`config.mk`:
```
export PLATFORM = sky130hd
export DESIGN_NAME = energy_counter_extend_scale_unit
export DESIGN_NICKNAME = d
export VERILOG_FILES = /design/src/rtl/ecs_pkg.sv /design/src/rtl/energy_counter_extend_scale_unit.sv /design/src/rtl/ecs_slot_tracker.sv /design/src/rtl/ecs_serial_mul.sv
export SDC_FILE = /design/constraint.sdc
export NUM_CORES = 1
export LEC_CHECK = 0
export ABC_CLOCK_PERIOD_IN_PS = 6000
export BUFFER_PORTS_ARGS = -buffer_cell sky130_fd_sc_hd__buf_4
export CAP_MARGIN = 20
export CORE_MARGIN = 4
export CORE_UTILIZATION = 63
export DETAILED_ROUTE_END_ITERATION = 7
export GPL_ROUTABILITY_DRIVEN = 0
export PLACE_DENSITY = 0.81
export SKIP_CTS_REPAIR_TIMING = 1
export SLEW_MARGIN = 25
export SYNTH_ARGS = -nofsm -noshare
export SYNTH_HDL_FRONTEND = slang
export SYNTH_SLANG_ARGS = --single-unit
```
`constraint.sdc`:
```
create_clock -name clock -period 6 [get_ports clock]
set_input_delay 0 -clock clock [delete_from_list [all_inputs] [get_ports clock]]
set_output_delay 0 -clock clock [all_outputs]
set_load 0.01 [all_outputs]
```
`src/rtl/ecs_pkg.sv`:
```
// ---------------------------------------------------------------------------
// ecs_pkg
// types and constants of the energy counter extend scale unit
// ---------------------------------------------------------------------------
package ecs_pkg;

   localparam int unsigned RAW_W    = 32;
   localparam int unsigned EXT_W    = 32;
   localparam int unsigned FACTOR_W = 32;
   localparam int unsigned SLOT_W   = 3;
   localparam int unsigned NUM_SLOTS = 1 << SLOT_W;
   localparam int unsigned VALUE_W  = EXT_W + RAW_W;
   // factor times ten needs four more bits
   localparam int unsigned MPLR_W   = FACTOR_W + 4;
   localparam int unsigned MUL_STEPS = MPLR_W;
   localparam int unsigned CNT_W    = $clog2(MUL_STEPS + 1);
   localparam int unsigned CSR_IDX_W = 1;

   localparam logic [RAW_W-1:0] HIGH_MARK = 32'hA000_0000;
   localparam logic [RAW_W-1:0] LOW_MARK  = 32'h6000_0000;

   typedef enum logic [CSR_IDX_W-1:0] {
      CSR_FACTOR_ONE = 1'b0,
      CSR_FACTOR_TWO = 1'b1
   } csr_index_type;

   typedef enum logic [0:0] {
      ST_IDLE = 1'b0,
      ST_BUSY = 1'b1
   } state_type;

   typedef struct packed {
      logic busy;
      logic done;
   } mul_status_type;

endpackage

```
`src/rtl/energy_counter_extend_scale_unit.sv`:
```
// ---------------------------------------------------------------------------
// energy_counter_extend_scale_unit
// wraparound extension and scaling of raw energy accumulator readings
// ---------------------------------------------------------------------------
// usage
//   req channel: a word carries channel, energy kind and a raw 32-bit
//   accumulator reading; taken when req_valid and req_ready are both high
//   rsp channel: one word per request, the scaled energy in milli units
//   csr port: csr_write_enable writes csr_write_data to factor one (index 0)
//   or factor two (index 1) at once; only write while the unit is idle
//   latency: 37 cycles from request acceptance to rsp_valid
//   throughput: one word every 38 cycles, set by the 36-step bit-serial
//   multiplier (factor times ten is 36 bits, one bit per cycle)
//   a finished word sits in the output register, so a new request is
//   taken while the receiver stalls; a second result then waits in the
//   multiplier until the output register frees
//   reset: synchronous; clears factors, the eight last readings and wrap
//   extensions, and drops rsp_valid
// ---------------------------------------------------------------------------
module energy_counter_extend_scale_unit (
   input  logic                             clock,
   input  logic                             reset,
   // request channel
   input  logic                             req_valid,
   output logic                             req_ready,
   input  logic                             req_channel,
   input  logic [1:0]                       req_energy_kind,
   input  logic [ecs_pkg::RAW_W-1:0]        req_raw_count,
   // response channel
   output logic                             rsp_valid,
   input  logic                             rsp_ready,
   output logic signed [31:0]               rsp_energy_milli,
   // configuration
   input  logic                             csr_write_enable,
   input  logic [ecs_pkg::CSR_IDX_W-1:0]    csr_index,
   input  logic [ecs_pkg::FACTOR_W-1:0]     csr_write_data
);
   import ecs_pkg::*;

   state_type            state_ff, state_in;
   logic [FACTOR_W-1:0]  factor_one_ff, factor_two_ff;
   logic                 rsp_valid_ff, rsp_valid_in;
   logic [31:0]          rsp_data_ff, rsp_data_in;

   logic                 req_accept;
   logic                 out_free;
   logic [SLOT_W-1:0]    slot;
   logic [EXT_W-1:0]     ext_next;
   logic [FACTOR_W-1:0]  factor_sel;
   logic [MPLR_W-1:0]    factor_x10;
   logic [VALUE_W-1:0]   value;
   mul_status_type       mul_status;
   logic [VALUE_W-1:0]   product;

   assign req_accept = req_valid && req_ready;
   assign out_free   = !rsp_valid_ff || rsp_ready;
   assign slot       = {req_channel, req_energy_kind};

   // factor registers
   always_ff @(posedge clock) begin
      if (reset) begin
         factor_one_ff <= '0;
         factor_two_ff <= '0;
      end else if (csr_write_enable) begin
         unique case (csr_index_type'(csr_index))
            CSR_FACTOR_ONE: factor_one_ff <= csr_write_data;
            CSR_FACTOR_TWO: factor_two_ff <= csr_write_data;
            default: ;
         endcase
      end
   end

   // per slot reading history and wrap count
   ecs_slot_tracker u_tracker (
      .clock    (clock),
      .reset    (reset),
      .wr_en    (req_accept),
      .slot     (slot),
      .raw      (req_raw_count),
      .ext_next (ext_next)
   );

   // extended value and factor times ten (8x + 2x)
   assign value      = {ext_next, req_raw_count};
   assign factor_sel = req_channel ? factor_two_ff : factor_one_ff;
   assign factor_x10 = {1'b0, factor_sel, 3'b000} + {3'b000, factor_sel, 1'b0};

   ecs_serial_mul u_mul (
      .clock      (clock),
      .reset      (reset),
      .start      (req_accept),
      .operand    (value),
      .multiplier (factor_x10),
      .status     (mul_status),
      .product    (product)
   );

   // control: one word in flight in the multiplier
   always_comb begin
      state_in     = state_ff;
      rsp_valid_in = rsp_valid_ff && !rsp_ready;
      rsp_data_in  = rsp_data_ff;
      req_ready    = 1'b0;
      unique case (state_ff)
         ST_IDLE: begin
            req_ready = 1'b1;
            if (req_valid) begin
               state_in = ST_BUSY;
            end
         end
         ST_BUSY: begin
            // hand over bits 63:32 once the output register is free
            if (mul_status.done && out_free) begin
               rsp_valid_in = 1'b1;
               rsp_data_in  = product[VALUE_W-1:RAW_W];
               state_in     = ST_IDLE;
            end
         end
         default: state_in = ST_IDLE;
      endcase
   end

   always_ff @(posedge clock) begin
      if (reset) begin
         state_ff     <= ST_IDLE;
         rsp_valid_ff <= 1'b0;
      end else begin
         state_ff     <= state_in;
         rsp_valid_ff <= rsp_valid_in;
      end
   end

   always_ff @(posedge clock) begin
      rsp_data_ff <= rsp_data_in;
   end

   assign rsp_valid        = rsp_valid_ff;
   assign rsp_energy_milli = signed'(rsp_data_ff);

endmodule

```
`src/rtl/ecs_slot_tracker.sv`:
```
// ---------------------------------------------------------------------------
// ecs_slot_tracker
// last reading and wrap extension per channel and kind
// ---------------------------------------------------------------------------
module ecs_slot_tracker (
   input  logic                        clock,
   input  logic                        reset,
   input  logic                        wr_en,
   input  logic [ecs_pkg::SLOT_W-1:0]  slot,
   input  logic [ecs_pkg::RAW_W-1:0]   raw,
   output logic [ecs_pkg::EXT_W-1:0]   ext_next
);
   import ecs_pkg::*;

   logic [RAW_W-1:0] last_ff [NUM_SLOTS];
   logic [EXT_W-1:0] ext_ff  [NUM_SLOTS];
   logic [RAW_W-1:0] prev;
   logic [EXT_W-1:0] ext_cur;
   logic             wrap_up;
   logic             wrap_down;

   assign prev      = last_ff[slot];
   assign ext_cur   = ext_ff[slot];
   // strict compares, boundary values never count
   assign wrap_up   = (prev > HIGH_MARK) && (raw < LOW_MARK);
   assign wrap_down = (prev < LOW_MARK) && (raw > HIGH_MARK);

   always_comb begin
      if (wrap_up) begin
         ext_next = ext_cur + EXT_W'(1);
      end else if (wrap_down) begin
         ext_next = ext_cur - EXT_W'(1);
      end else begin
         ext_next = ext_cur;
      end
   end

   always_ff @(posedge clock) begin
      if (reset) begin
         for (int i = 0; i < NUM_SLOTS; i++) begin
            last_ff[SLOT_W'(i)] <= '0;
            ext_ff[SLOT_W'(i)]  <= '0;
         end
      end else if (wr_en) begin
         last_ff[slot] <= raw;
         ext_ff[slot]  <= ext_next;
      end
   end

endmodule

```
`src/rtl/ecs_serial_mul.sv`:
```
// ---------------------------------------------------------------------------
// ecs_serial_mul
// bit-serial shift-add multiplier, product modulo 2^64
// ---------------------------------------------------------------------------
module ecs_serial_mul (
   input  logic                          clock,
   input  logic                          reset,
   input  logic                          start,
   input  logic [ecs_pkg::VALUE_W-1:0]   operand,
   input  logic [ecs_pkg::MPLR_W-1:0]    multiplier,
   output ecs_pkg::mul_status_type       status,
   output logic [ecs_pkg::VALUE_W-1:0]   product
);
   import ecs_pkg::*;

   logic [VALUE_W-1:0] acc_ff,   acc_in;
   logic [VALUE_W-1:0] mcand_ff, mcand_in;
   logic [MPLR_W-1:0]  mplr_ff,  mplr_in;
   logic [CNT_W-1:0]   cnt_ff,   cnt_in;
   logic               busy_ff,  busy_in;

   always_comb begin
      acc_in   = acc_ff;
      mcand_in = mcand_ff;
      mplr_in  = mplr_ff;
      cnt_in   = cnt_ff;
      busy_in  = busy_ff;
      if (start) begin
         acc_in   = '0;
         mcand_in = operand;
         mplr_in  = multiplier;
         cnt_in   = CNT_W'(MUL_STEPS);
         busy_in  = 1'b1;
      end else if (busy_ff) begin
         // one multiplier bit per cycle
         if (mplr_ff[0]) begin
            acc_in = acc_ff + mcand_ff;
         end
         mcand_in = {mcand_ff[VALUE_W-2:0], 1'b0};
         mplr_in  = {1'b0, mplr_ff[MPLR_W-1:1]};
         cnt_in   = cnt_ff - CNT_W'(1);
         busy_in  = (cnt_ff != CNT_W'(1));
      end
   end

   always_ff @(posedge clock) begin
      if (reset) begin
         busy_ff <= 1'b0;
         cnt_ff  <= '0;
      end else begin
         busy_ff <= busy_in;
         cnt_ff  <= cnt_in;
      end
   end

   always_ff @(posedge clock) begin
      acc_ff   <= acc_in;
      mcand_ff <= mcand_in;
      mplr_ff  <= mplr_in;
   end

   assign status.busy = busy_ff;
   assign status.done = !busy_ff;
   assign product     = acc_ff;

endmodule

```
* Word level (Yosys, flattened, before mapping)
Memories as Yosys holds them, arrays and structs flattened. Index checks and enable logic that the tools add are counted.
Word-level totals: flip-flop bits (word level) 269, bits in latches 0, RAM bits 512, memory bits (read-only) 0, input port bits 73, output and inout bits 34, word-level logic and storage cells 70, memories 2
Operators by class: add/subtract/negate cells 5, multipliers 0, divide/modulo/power cells 0, magnitude comparators 4, equal/unequal tests 1, shifts and indexed selects 0, muxes and demuxes 28, bitwise operators 2, reduce and logical (&&, ||, !) cells 17
Memory list:
- u_tracker.ext_ff | words 8, bits a word 32, read ports 1, clocked after Yosys merged registers in 0, write ports 8, line ecs_slot_tracker.sv:16 | logic [EXT_W-1:0] ext_ff [NUM_SLOTS];
- u_tracker.last_ff | words 8, bits a word 32, read ports 1, clocked after Yosys merged registers in 0, write ports 8, line ecs_slot_tracker.sv:15 | logic [RAW_W-1:0] last_ff [NUM_SLOTS];
Operator list (count):
- $mux 32 | 5
- $mux 64 | 2
- $mux 36 | 2
- $add 64x64->64 | 1
- $gt 32x32->1 const B | 2
- $lt 32x31->1 const B | 2
- $reduce_or 32->1 | 2
- $add 35x33->36 | 1
- $add 32x1->32 const B | 1
- $sub 32x1->32 const B | 1
- $mux 1 | 14
- $mux 6 | 2
- $reduce_and 2->1 | 4
- $mux 3 | 2
- $ne 6x1->1 const B | 1
- $sub 6x1->6 const B | 1
- $logic_and 1x1->1 | 5
- $logic_not 1->1 | 3
- $not 1->1 | 2
- $pmux 1 s2 | 1
- $reduce_bool 2->1 | 1
- $reduce_or 2->1 | 1
- $logic_or 1x1->1 | 1

* Logic depth before layout (Yosys ltp)
Gate-level depths: netlist of the first run.
depth in word-level cells 7, mapped depth 21, depth with buffers taken out 13

* Cells and area by module
Synthesis of the first run repeated with hierarchy kept, for this count alone.
Second synthesis, totals: cell total of the unflattened synthesis 3348, area total of the unflattened synthesis 38913.6 sq um
By module, submodules not included:
- ecs_slot_tracker | times used 1, cells each 1705, area each 23252.3 sq um, sequential area each 15374.7 sq um
- ecs_serial_mul | times used 1, cells each 1040, area each 10342.4 sq um, sequential area each 4424.2 sq um
- energy_counter_extend_scale_unit | times used 1, cells each 603, area each 5318.9 sq um, sequential area each 2282.2 sq um

* Least setup slack after synthesis of the first run
OpenSTA, ideal clock, no wires.
kind input to register, start in req_channel, end reg u_mul.mplr_ff[29] (data pin), setup time 0.259 ns, arrival time 5.245 ns, data required time 5.741 ns, setup slack 0.497 ns, stages 20, buffers on the path 8, path through buf_2 > buf_2 > buf_2 > buf_1 > buf_2 > clkbuf_1 > buf_1 > clkbuf_1 > mux2_2 > ha_1 > fa_1 > a21o_1 > a21o_1 > a2111oi_0 > o21ai_0 > nand3_1 > a21boi_0 > o41ai_1 > o21ai_0 > a211o_1
On the way: word-level cells in the longest chain between the ends 3
Ends and longest elaborated chain:
- start: declaration | line energy_counter_extend_scale_unit.sv:26 | input logic req_channel,
- $mux 32 | line energy_counter_extend_scale_unit.sv:85 | assign factor_sel = req_channel ? factor_two_ff : factor_one_ff;
- $add 35x33->36 | line energy_counter_extend_scale_unit.sv:86 | assign factor_x10 = {1'b0, factor_sel, 3'b000} + {3'b000, factor_sel, 1'b0};
- $mux 36 | line ecs_serial_mul.sv:28 | if (start) begin
- via u_mul.mplr_in[29] | line ecs_serial_mul.sv:18 | logic [MPLR_W-1:0] mplr_ff, mplr_in;
- end signal: assignment | line ecs_serial_mul.sv:59 | mplr_ff <= mplr_in;
- end: declaration | line ecs_serial_mul.sv:18
The timed path passes the listed nets, and every way through them passes these cells. A chain may end at the register's enable or synchronous reset.

* Final worst setup path of the first run
start mem u_tracker.last_ff[2][8], end reg u_mul.mcand_ff[43] (data pin)
On the way: word-level cells in the longest chain between the ends 6, elaborated cells on any way between the ends 8, classes of those cells order compare (2); mux (3); reduce/logical (2); memory (1)
Ends and longest elaborated chain:
- start: declaration | line ecs_slot_tracker.sv:15
- $mem_v2 8x32 (*)
- $lt 32x31->1 | line ecs_slot_tracker.sv:26 | assign wrap_down = (prev < LOW_MARK) && (raw > HIGH_MARK);
- $logic_and 1x1->1 | line ecs_slot_tracker.sv:26
- $mux 32 | line ecs_slot_tracker.sv:31 | end else if (wrap_down) begin
- $mux 32 (*) | line ecs_slot_tracker.sv:29 | if (wrap_up) begin
- $mux 64 (*) | line ecs_serial_mul.sv:28
- via u_mul.mcand_in[43] | line ecs_serial_mul.sv:17 | logic [VALUE_W-1:0] mcand_ff, mcand_in;
- end signal: assignment | line ecs_serial_mul.sv:58 | mcand_ff <= mcand_in;
- end: declaration | line ecs_serial_mul.sv:17
The timed path passes the listed nets; every way through them passes the cells marked *.

==> results.sh, run 1 <==
export IMPL_chipHeight_um=252.3
export IMPL_rsz0062_at_grt="false"
export IMPL_drv_cap=0
export IMPL_antenna_cells=0
export IMPL_route_detailed_drc=0
export IMPL_whs_ns=-0.03548
export IMPL_setup_tns_ns=0
export IMPL_yosysSeqAreaShare=0.5872
export IMPL_skew_ns=0.02662
export IMPL_synth_fp_nets=3526
export IMPL_fmax_mhz=211.4
export IMPL_criticalPathCategory="reg -> reg"
export IMPL_die_w_um=252.3
export IMPL_synth_mux_area_frac=0.04941
export IMPL_drtIter0Drc=3347
export IMPL_numCtsBuffers=79
export IMPL_ant_nets=0
export IMPL_clock_path_buffers=3
export IMPL_max_slew_margin_rel=0.2497
export IMPL_syn2layout_area_growth_pct=12.36
export IMPL_insertion_delay_ns=0.64
export IMPL_hold_viol_final=27
export IMPL_status="finished with violations"
export IMPL_async_flop_share=0
export IMPL_synth_edf_count=644
export IMPL_synth_top_family_by_area="simple AND/OR/NAND/NOR gates"
export IMPL_synthAdderAreaFrac=0.03334
export IMPL_drive_gt1_frac=0.1145
export IMPL_wl_per_cell_um=22.84
export IMPL_ir_drop_mv=0.2835
export IMPL_synthCells=3354
export IMPL_core_um2=59020
export IMPL_drtPass1Iterations=8
export IMPL_synth_compound_area_share=0.09802
export IMPL_nets=3620
export IMPL_violations="negative hold slack"
export IMPL_die_area_um2=63660
export IMPL_synth_distinct_cells=86
export IMPL_synth_warnings=0
export IMPL_htree_levels=3
export IMPL_maxSlewViolCount=0
export IMPL_critPathLaunchType="flip-flop"
export IMPL_max_slew_worst_pin_slew_ns=1.125
export IMPL_finalCritPeriodShare=0.7884
export IMPL_vias_per_cell=6.515
export IMPL_clock_sinks=781
export IMPL_synth_xor_area_frac=0.02815
export IMPL_ys_ff_latch=781
export IMPL_place_hpwl_um=59370
export IMPL_antenna_found_initial=1
export IMPL_end_kind="flip-flop"
export IMPL_ys_flop_type="edfxtp_1"
export IMPL_cp_required_ns=6.33
export IMPL_io_pins=107
export IMPL_vias=27900
export IMPL_crit_arrival_ns=5.06
export IMPL_grt_total_usage=0.2979
export IMPL_p_leak_nw=16.86
export IMPL_wl_um=97840
export IMPL_hold_path_class="in -> reg"
export IMPL_setup_viol=0
export IMPL_clk_pin_slew_ns=0.06
export IMPL_clockRootBuffer="clkbuf_16"
export IMPL_synth_area_per_cell_um2=11.21
export IMPL_overflow=0
export IMPL_synthSimpleGateAreaFrac=0.1777
export IMPL_grt_max_degree=97
export IMPL_cp_max_fo=11
export IMPL_rows=89
export IMPL_syn_cell_area_um2=37600
export IMPL_cts_tree="yes"
export IMPL_grt_pass1_vias=27070
export IMPL_min_period_ns=4.730
export IMPL_grt_pass1_wl_um=149400
export IMPL_postLayoutSetupSlackWorst_ns=1.270
export IMPL_layout_commonest_cell="edfxtp_1"
export IMPL_initial_core_util=0.6372
export IMPL_dp_slack_ns=1.214
export IMPL_mostFrequentLayoutCells="edfxtp_1, nand2_1, nor2_1"
export IMPL_power_per_cell_area_nw_per_um2=312.4
export IMPL_port_buffers=106
[area by class of cell]
cell class	instances	area [um^2]
timing repair buffer	213	1842
sequential	781	22080
clock inverter	40	386.6
clock buffer	103	2130
multi-input combinational	2328	14680
inverter	45	168.9
tap	773	967.2
fill	3914	16760
[synth_stat cells (43+ instances only)]
master,number,area share
edfxtp_1,644,0.51
nand2_1,491,0.049
nor2_1,346,0.035
a21oi_1,228,0.030
and3_1,212,0.035
clkbuf_1,164,0.016
dfxtp_1,137,0.073
o21ai_0,121,0.016
ha_1,97,0.032
and2_1,77,0.013
xnor2_1,63,0.015
nor4_1,62,0.010
nor3_1,48,0.0064
a21o_1,46,0.0092
mux2_2,45,0.013
inv_1,44,0.0044
mux4_2,43,0.026
[metrics by stage]
stage / cells / cell area, um^2 / power (W) / utilization
after floorplan: 3354 / 37600 / 0.007767 / -
after global placement: 4069 / 38940 / 0.008260 / 0.6597
after detailed placement: 4069 / 38950 / 0.008347 / 0.6599
after CTS: 4212 / 41460 / 0.01314 / 0.7025
after global routing: 4283 / 42250 / 0.01365 / 0.7159
final: 4283 / 42250 / 0.01320 / 0.7159
[state kept, by name, summed over array words and instances (netlist names)]
register,cells
factor_one_ff,32
factor_two_ff,32
rsp_energy_milli,32
rsp_valid,1
state_ff,1
u_mul.busy_ff,1
u_mul.cnt_ff,6
u_mul.mcand_ff,64
u_mul.mplr_ff,36
u_mul.product,64
u_tracker.ext_ff,256
u_tracker.last_ff,256
[logic make-up after synthesis]
group,count (synthesis)
AOI/OAI and AO/OA,589
muxes,125
buffers and inverters,245
DFF,781
xor gates and xnor gates,111
and+or+nand+nor,1404
adders and majority gates,99
[layer usage]
metal	vias to the layer above	wire length, um	global-route usage
met1	13490	37150	0.4003
met3	290	9637	0.05042
met2	1605	46610	0.4826
met4	0	4442	0.1354
met5	-	0	0
li1	12520	-	-
[worst paths after layout]
kind | start | to | slack [ns] | cells after the start
max reg2reg | u_tracker.last_ff[2][8] | u_mul.mcand_ff[43] | 1.27 | 10
min | csr_index | factor_one_ff[24] | -0.04 | 5
min reg2reg | u_mul.product[63] | rsp_energy_milli[31] | 0.45 | 0
max | u_tracker.last_ff[2][8] | u_mul.mcand_ff[43] | 1.27 | 10
[report_power, final]
part / switching, W / internal [W] / leakage (nW)
logic: 0.00122 / 0.000661 / 7.92
clock network: 0.00209 / 0.00278 / 1.22
registers: 0.000185 / 0.00627 / 7.73
total: 0.00349 / 0.00970 / 16.9
[worst max-delay path, stage by stage (launching register included)]
cell,delay (ns)
edfxtp_1,0.38
nor4_1,0.38
nand4_1,0.17
nor4_1,0.61
o21ai_0,0.31
a311oi_1,0.64
a21oi_1,0.50
nand2_1,0.30
o21ai_0,0.15
xnor2_1,0.77
o21ai_0,0.22
(Power assumes the default switching activity.)
==> run 2, diff against run 1 <==
--- a/config.mk
+++ b/config.mk
@@ -5,14 +5,14 @@
 export SDC_FILE = /design/constraint.sdc
 export NUM_CORES = 1
 export LEC_CHECK = 0
-export ABC_CLOCK_PERIOD_IN_PS = 6000
+export ABC_CLOCK_PERIOD_IN_PS = 4200
 export BUFFER_PORTS_ARGS = -buffer_cell sky130_fd_sc_hd__buf_4
 export CAP_MARGIN = 20
 export CORE_MARGIN = 4
-export CORE_UTILIZATION = 63
+export CORE_UTILIZATION = 57
 export DETAILED_ROUTE_END_ITERATION = 7
 export GPL_ROUTABILITY_DRIVEN = 0
-export PLACE_DENSITY = 0.81
+export PLACE_DENSITY = 0.78
 export SKIP_CTS_REPAIR_TIMING = 1
 export SLEW_MARGIN = 25
 export SYNTH_ARGS = -nofsm -noshare
==> constraint.sdc (replaced) <==
create_clock -name clock -period 4.2 [get_ports clock]
set_input_delay 0 -clock clock [delete_from_list [all_inputs] [get_ports clock]]
set_output_delay 0 -clock clock [all_outputs]
set_load 0.01 [all_outputs]
==> results.sh, run 2 (synthesis gave the netlist of run 1 again) <==
export IMPL_maxSlewViolCount=0
export IMPL_max_slew_margin_rel=0.2977
export IMPL_crit_arrival_ns=4.37
export IMPL_drtPass1Iterations=5
export IMPL_antenna_cells=0
export IMPL_mostFrequentLayoutCells="edfxtp_1, nand2_1, nor2_1"
export IMPL_whs_ns=0.08218
export IMPL_vias_per_cell=6.211
export IMPL_syn2layout_area_growth_pct=14.63
export IMPL_drive_gt1_frac=0.1329
export IMPL_place_area_um2=39720
export IMPL_insertion_delay_ns=0.64
export IMPL_skew_ns=0.02806
export IMPL_chipHeight_um=264.9
export IMPL_clockRootBuffer="clkbuf_16"
export IMPL_place_hpwl_um=61880
export IMPL_wl_per_cell_um=22.09
export IMPL_route_detailed_drc=0
export IMPL_clock_sinks=781
export IMPL_power_per_cell_area_nw_per_um2=443.4
export IMPL_clk_pin_slew_ns=0.06
export IMPL_power_w=0.01912
export IMPL_cp_num_buf_inv=3
export IMPL_status="finished, final reports clean"
export IMPL_layout_commonest_cell="edfxtp_1"
export IMPL_reg2reg_depth=11
export IMPL_grt_pass1_wl_um=150200
export IMPL_fmax_mhz=247.4
export IMPL_nets=3702
export IMPL_p_leak_nw=17.29
export IMPL_core_um2=64930
export IMPL_end_kind="flip-flop"
export IMPL_drtIter0Drc=3395
export IMPL_dp_cells=4227
export IMPL_hold_viol_final=0
export IMPL_grt_total_usage=0.2721
export IMPL_cts_tree="yes"
export IMPL_stdcell_count=4451
export IMPL_ant_nets=0
export IMPL_r2r_slack_ns=0.18
export IMPL_cp_top_family="simple AND/OR/NAND/NOR gates"
export IMPL_criticalPathCategory="in -> reg"
export IMPL_max_stage_delay_ns=0.58
export IMPL_overflow=0
export IMPL_numCtsBuffers=81
export IMPL_fin_util=0.6639
export IMPL_die_area_um2=70150
export IMPL_max_slew_worst_pin_slew_ns=1.053
export IMPL_min_delay_path_depth=4
export IMPL_rows=93
export IMPL_die_w_um=264.9
export IMPL_hold_path_class="in -> reg"
export IMPL_crit_path_frequent_cell="buf_4"
export IMPL_antenna_found_initial=0
export IMPL_cp_required_ns=4.53
export IMPL_htree_levels=3
export IMPL_critPathSlowestCell="a2111oi_2"
export IMPL_final_cell_area_um2=43110
export IMPL_port_buffers=106
export IMPL_critPathLaunchType="primary input"
export IMPL_drv_cap=0
export IMPL_io_pins=107
export IMPL_ir_drop_mv=0.3275
export IMPL_grt_pass1_vias=26410
export IMPL_worstPathCellList="dlygate4sd3_1 > buf_4 > buf_4 > nor2b_4 > o2bb2ai_1 > a221oi_2 > or4_4 > or3b_2 > a2111oi_2 > and3b_1 > a21oi_1 > xnor2_2 > o21ai_0"
export IMPL_initial_core_util=0.5792
export IMPL_path_depth=13
export IMPL_finalCritPeriodShare=0.9624
export IMPL_cp_max_fo=21
export IMPL_reg_top3="u_tracker.ext_ff (256), u_tracker.last_ff (256)"
export IMPL_setup_viol=0
export IMPL_clock_path_buffers=3
export IMPL_wl_um=98330
export IMPL_grt_max_degree=97
export IMPL_vias=27650
export IMPL_min_period_ns=4.042
[run 2: report_power, final]
| group | leakage, nW | internal, W | switching [W] |
|---|---|---|---|
| clock | 1.27 | 0.00412 | 0.00300 |
| combinational | 8.30 | 0.00103 | 0.00176 |
| sequential | 7.73 | 0.00895 | 0.000257 |
| total | 17.3 | 0.0141 | 0.00501 |
[run 2: layer usage]
metal,wire length [um],part of all wire,GRT usage
met1,39350,0.40,0.3751
met2,46610,0.47,0.4401
met3,8743,0.089,0.04761
met4,3629,0.037,0.09737
met5,0,0,0
[run 2: worst paths after layout]
check	startpoint	end
worst max-delay path	req_channel	u_mul.mcand_ff[58]
worst min register to register	factor_one_ff[23]	factor_one_ff[23]
worst min-delay path	reset	u_tracker.ext_ff[7][19]
worst max register to register	u_tracker.last_ff[6][3]	u_mul.mcand_ff[58]
[run 2: final cells by class]
class | count | area, um^2
multi-input combinational | 2328 | 14700
clock inverter | 47 | 476.7
inverter | 45 | 168.9
sequential | 781 | 22080
timing repair buffer | 293 | 2472
clock buffer | 102 | 2137
tap | 855 | 1070
fill | 4721 | 21820
[run 2: through the flow]
step / setup TNS, ns / worst slack, ns
after floorplan: 0 / 0.01823
final: 0 / 0.1581
after global placement: 0 / 0.2788
after CTS: 0 / 0.2256
after detailed placement: 0 / 0.1397
after global routing: -0.003018 / -0.003018
[run 2: worst min-delay path: cells and delay by family]
family | cells | cell delay, ns
and+or+nand+nor | 3 | 0.29
buffers and inverters | 1 | 0.25
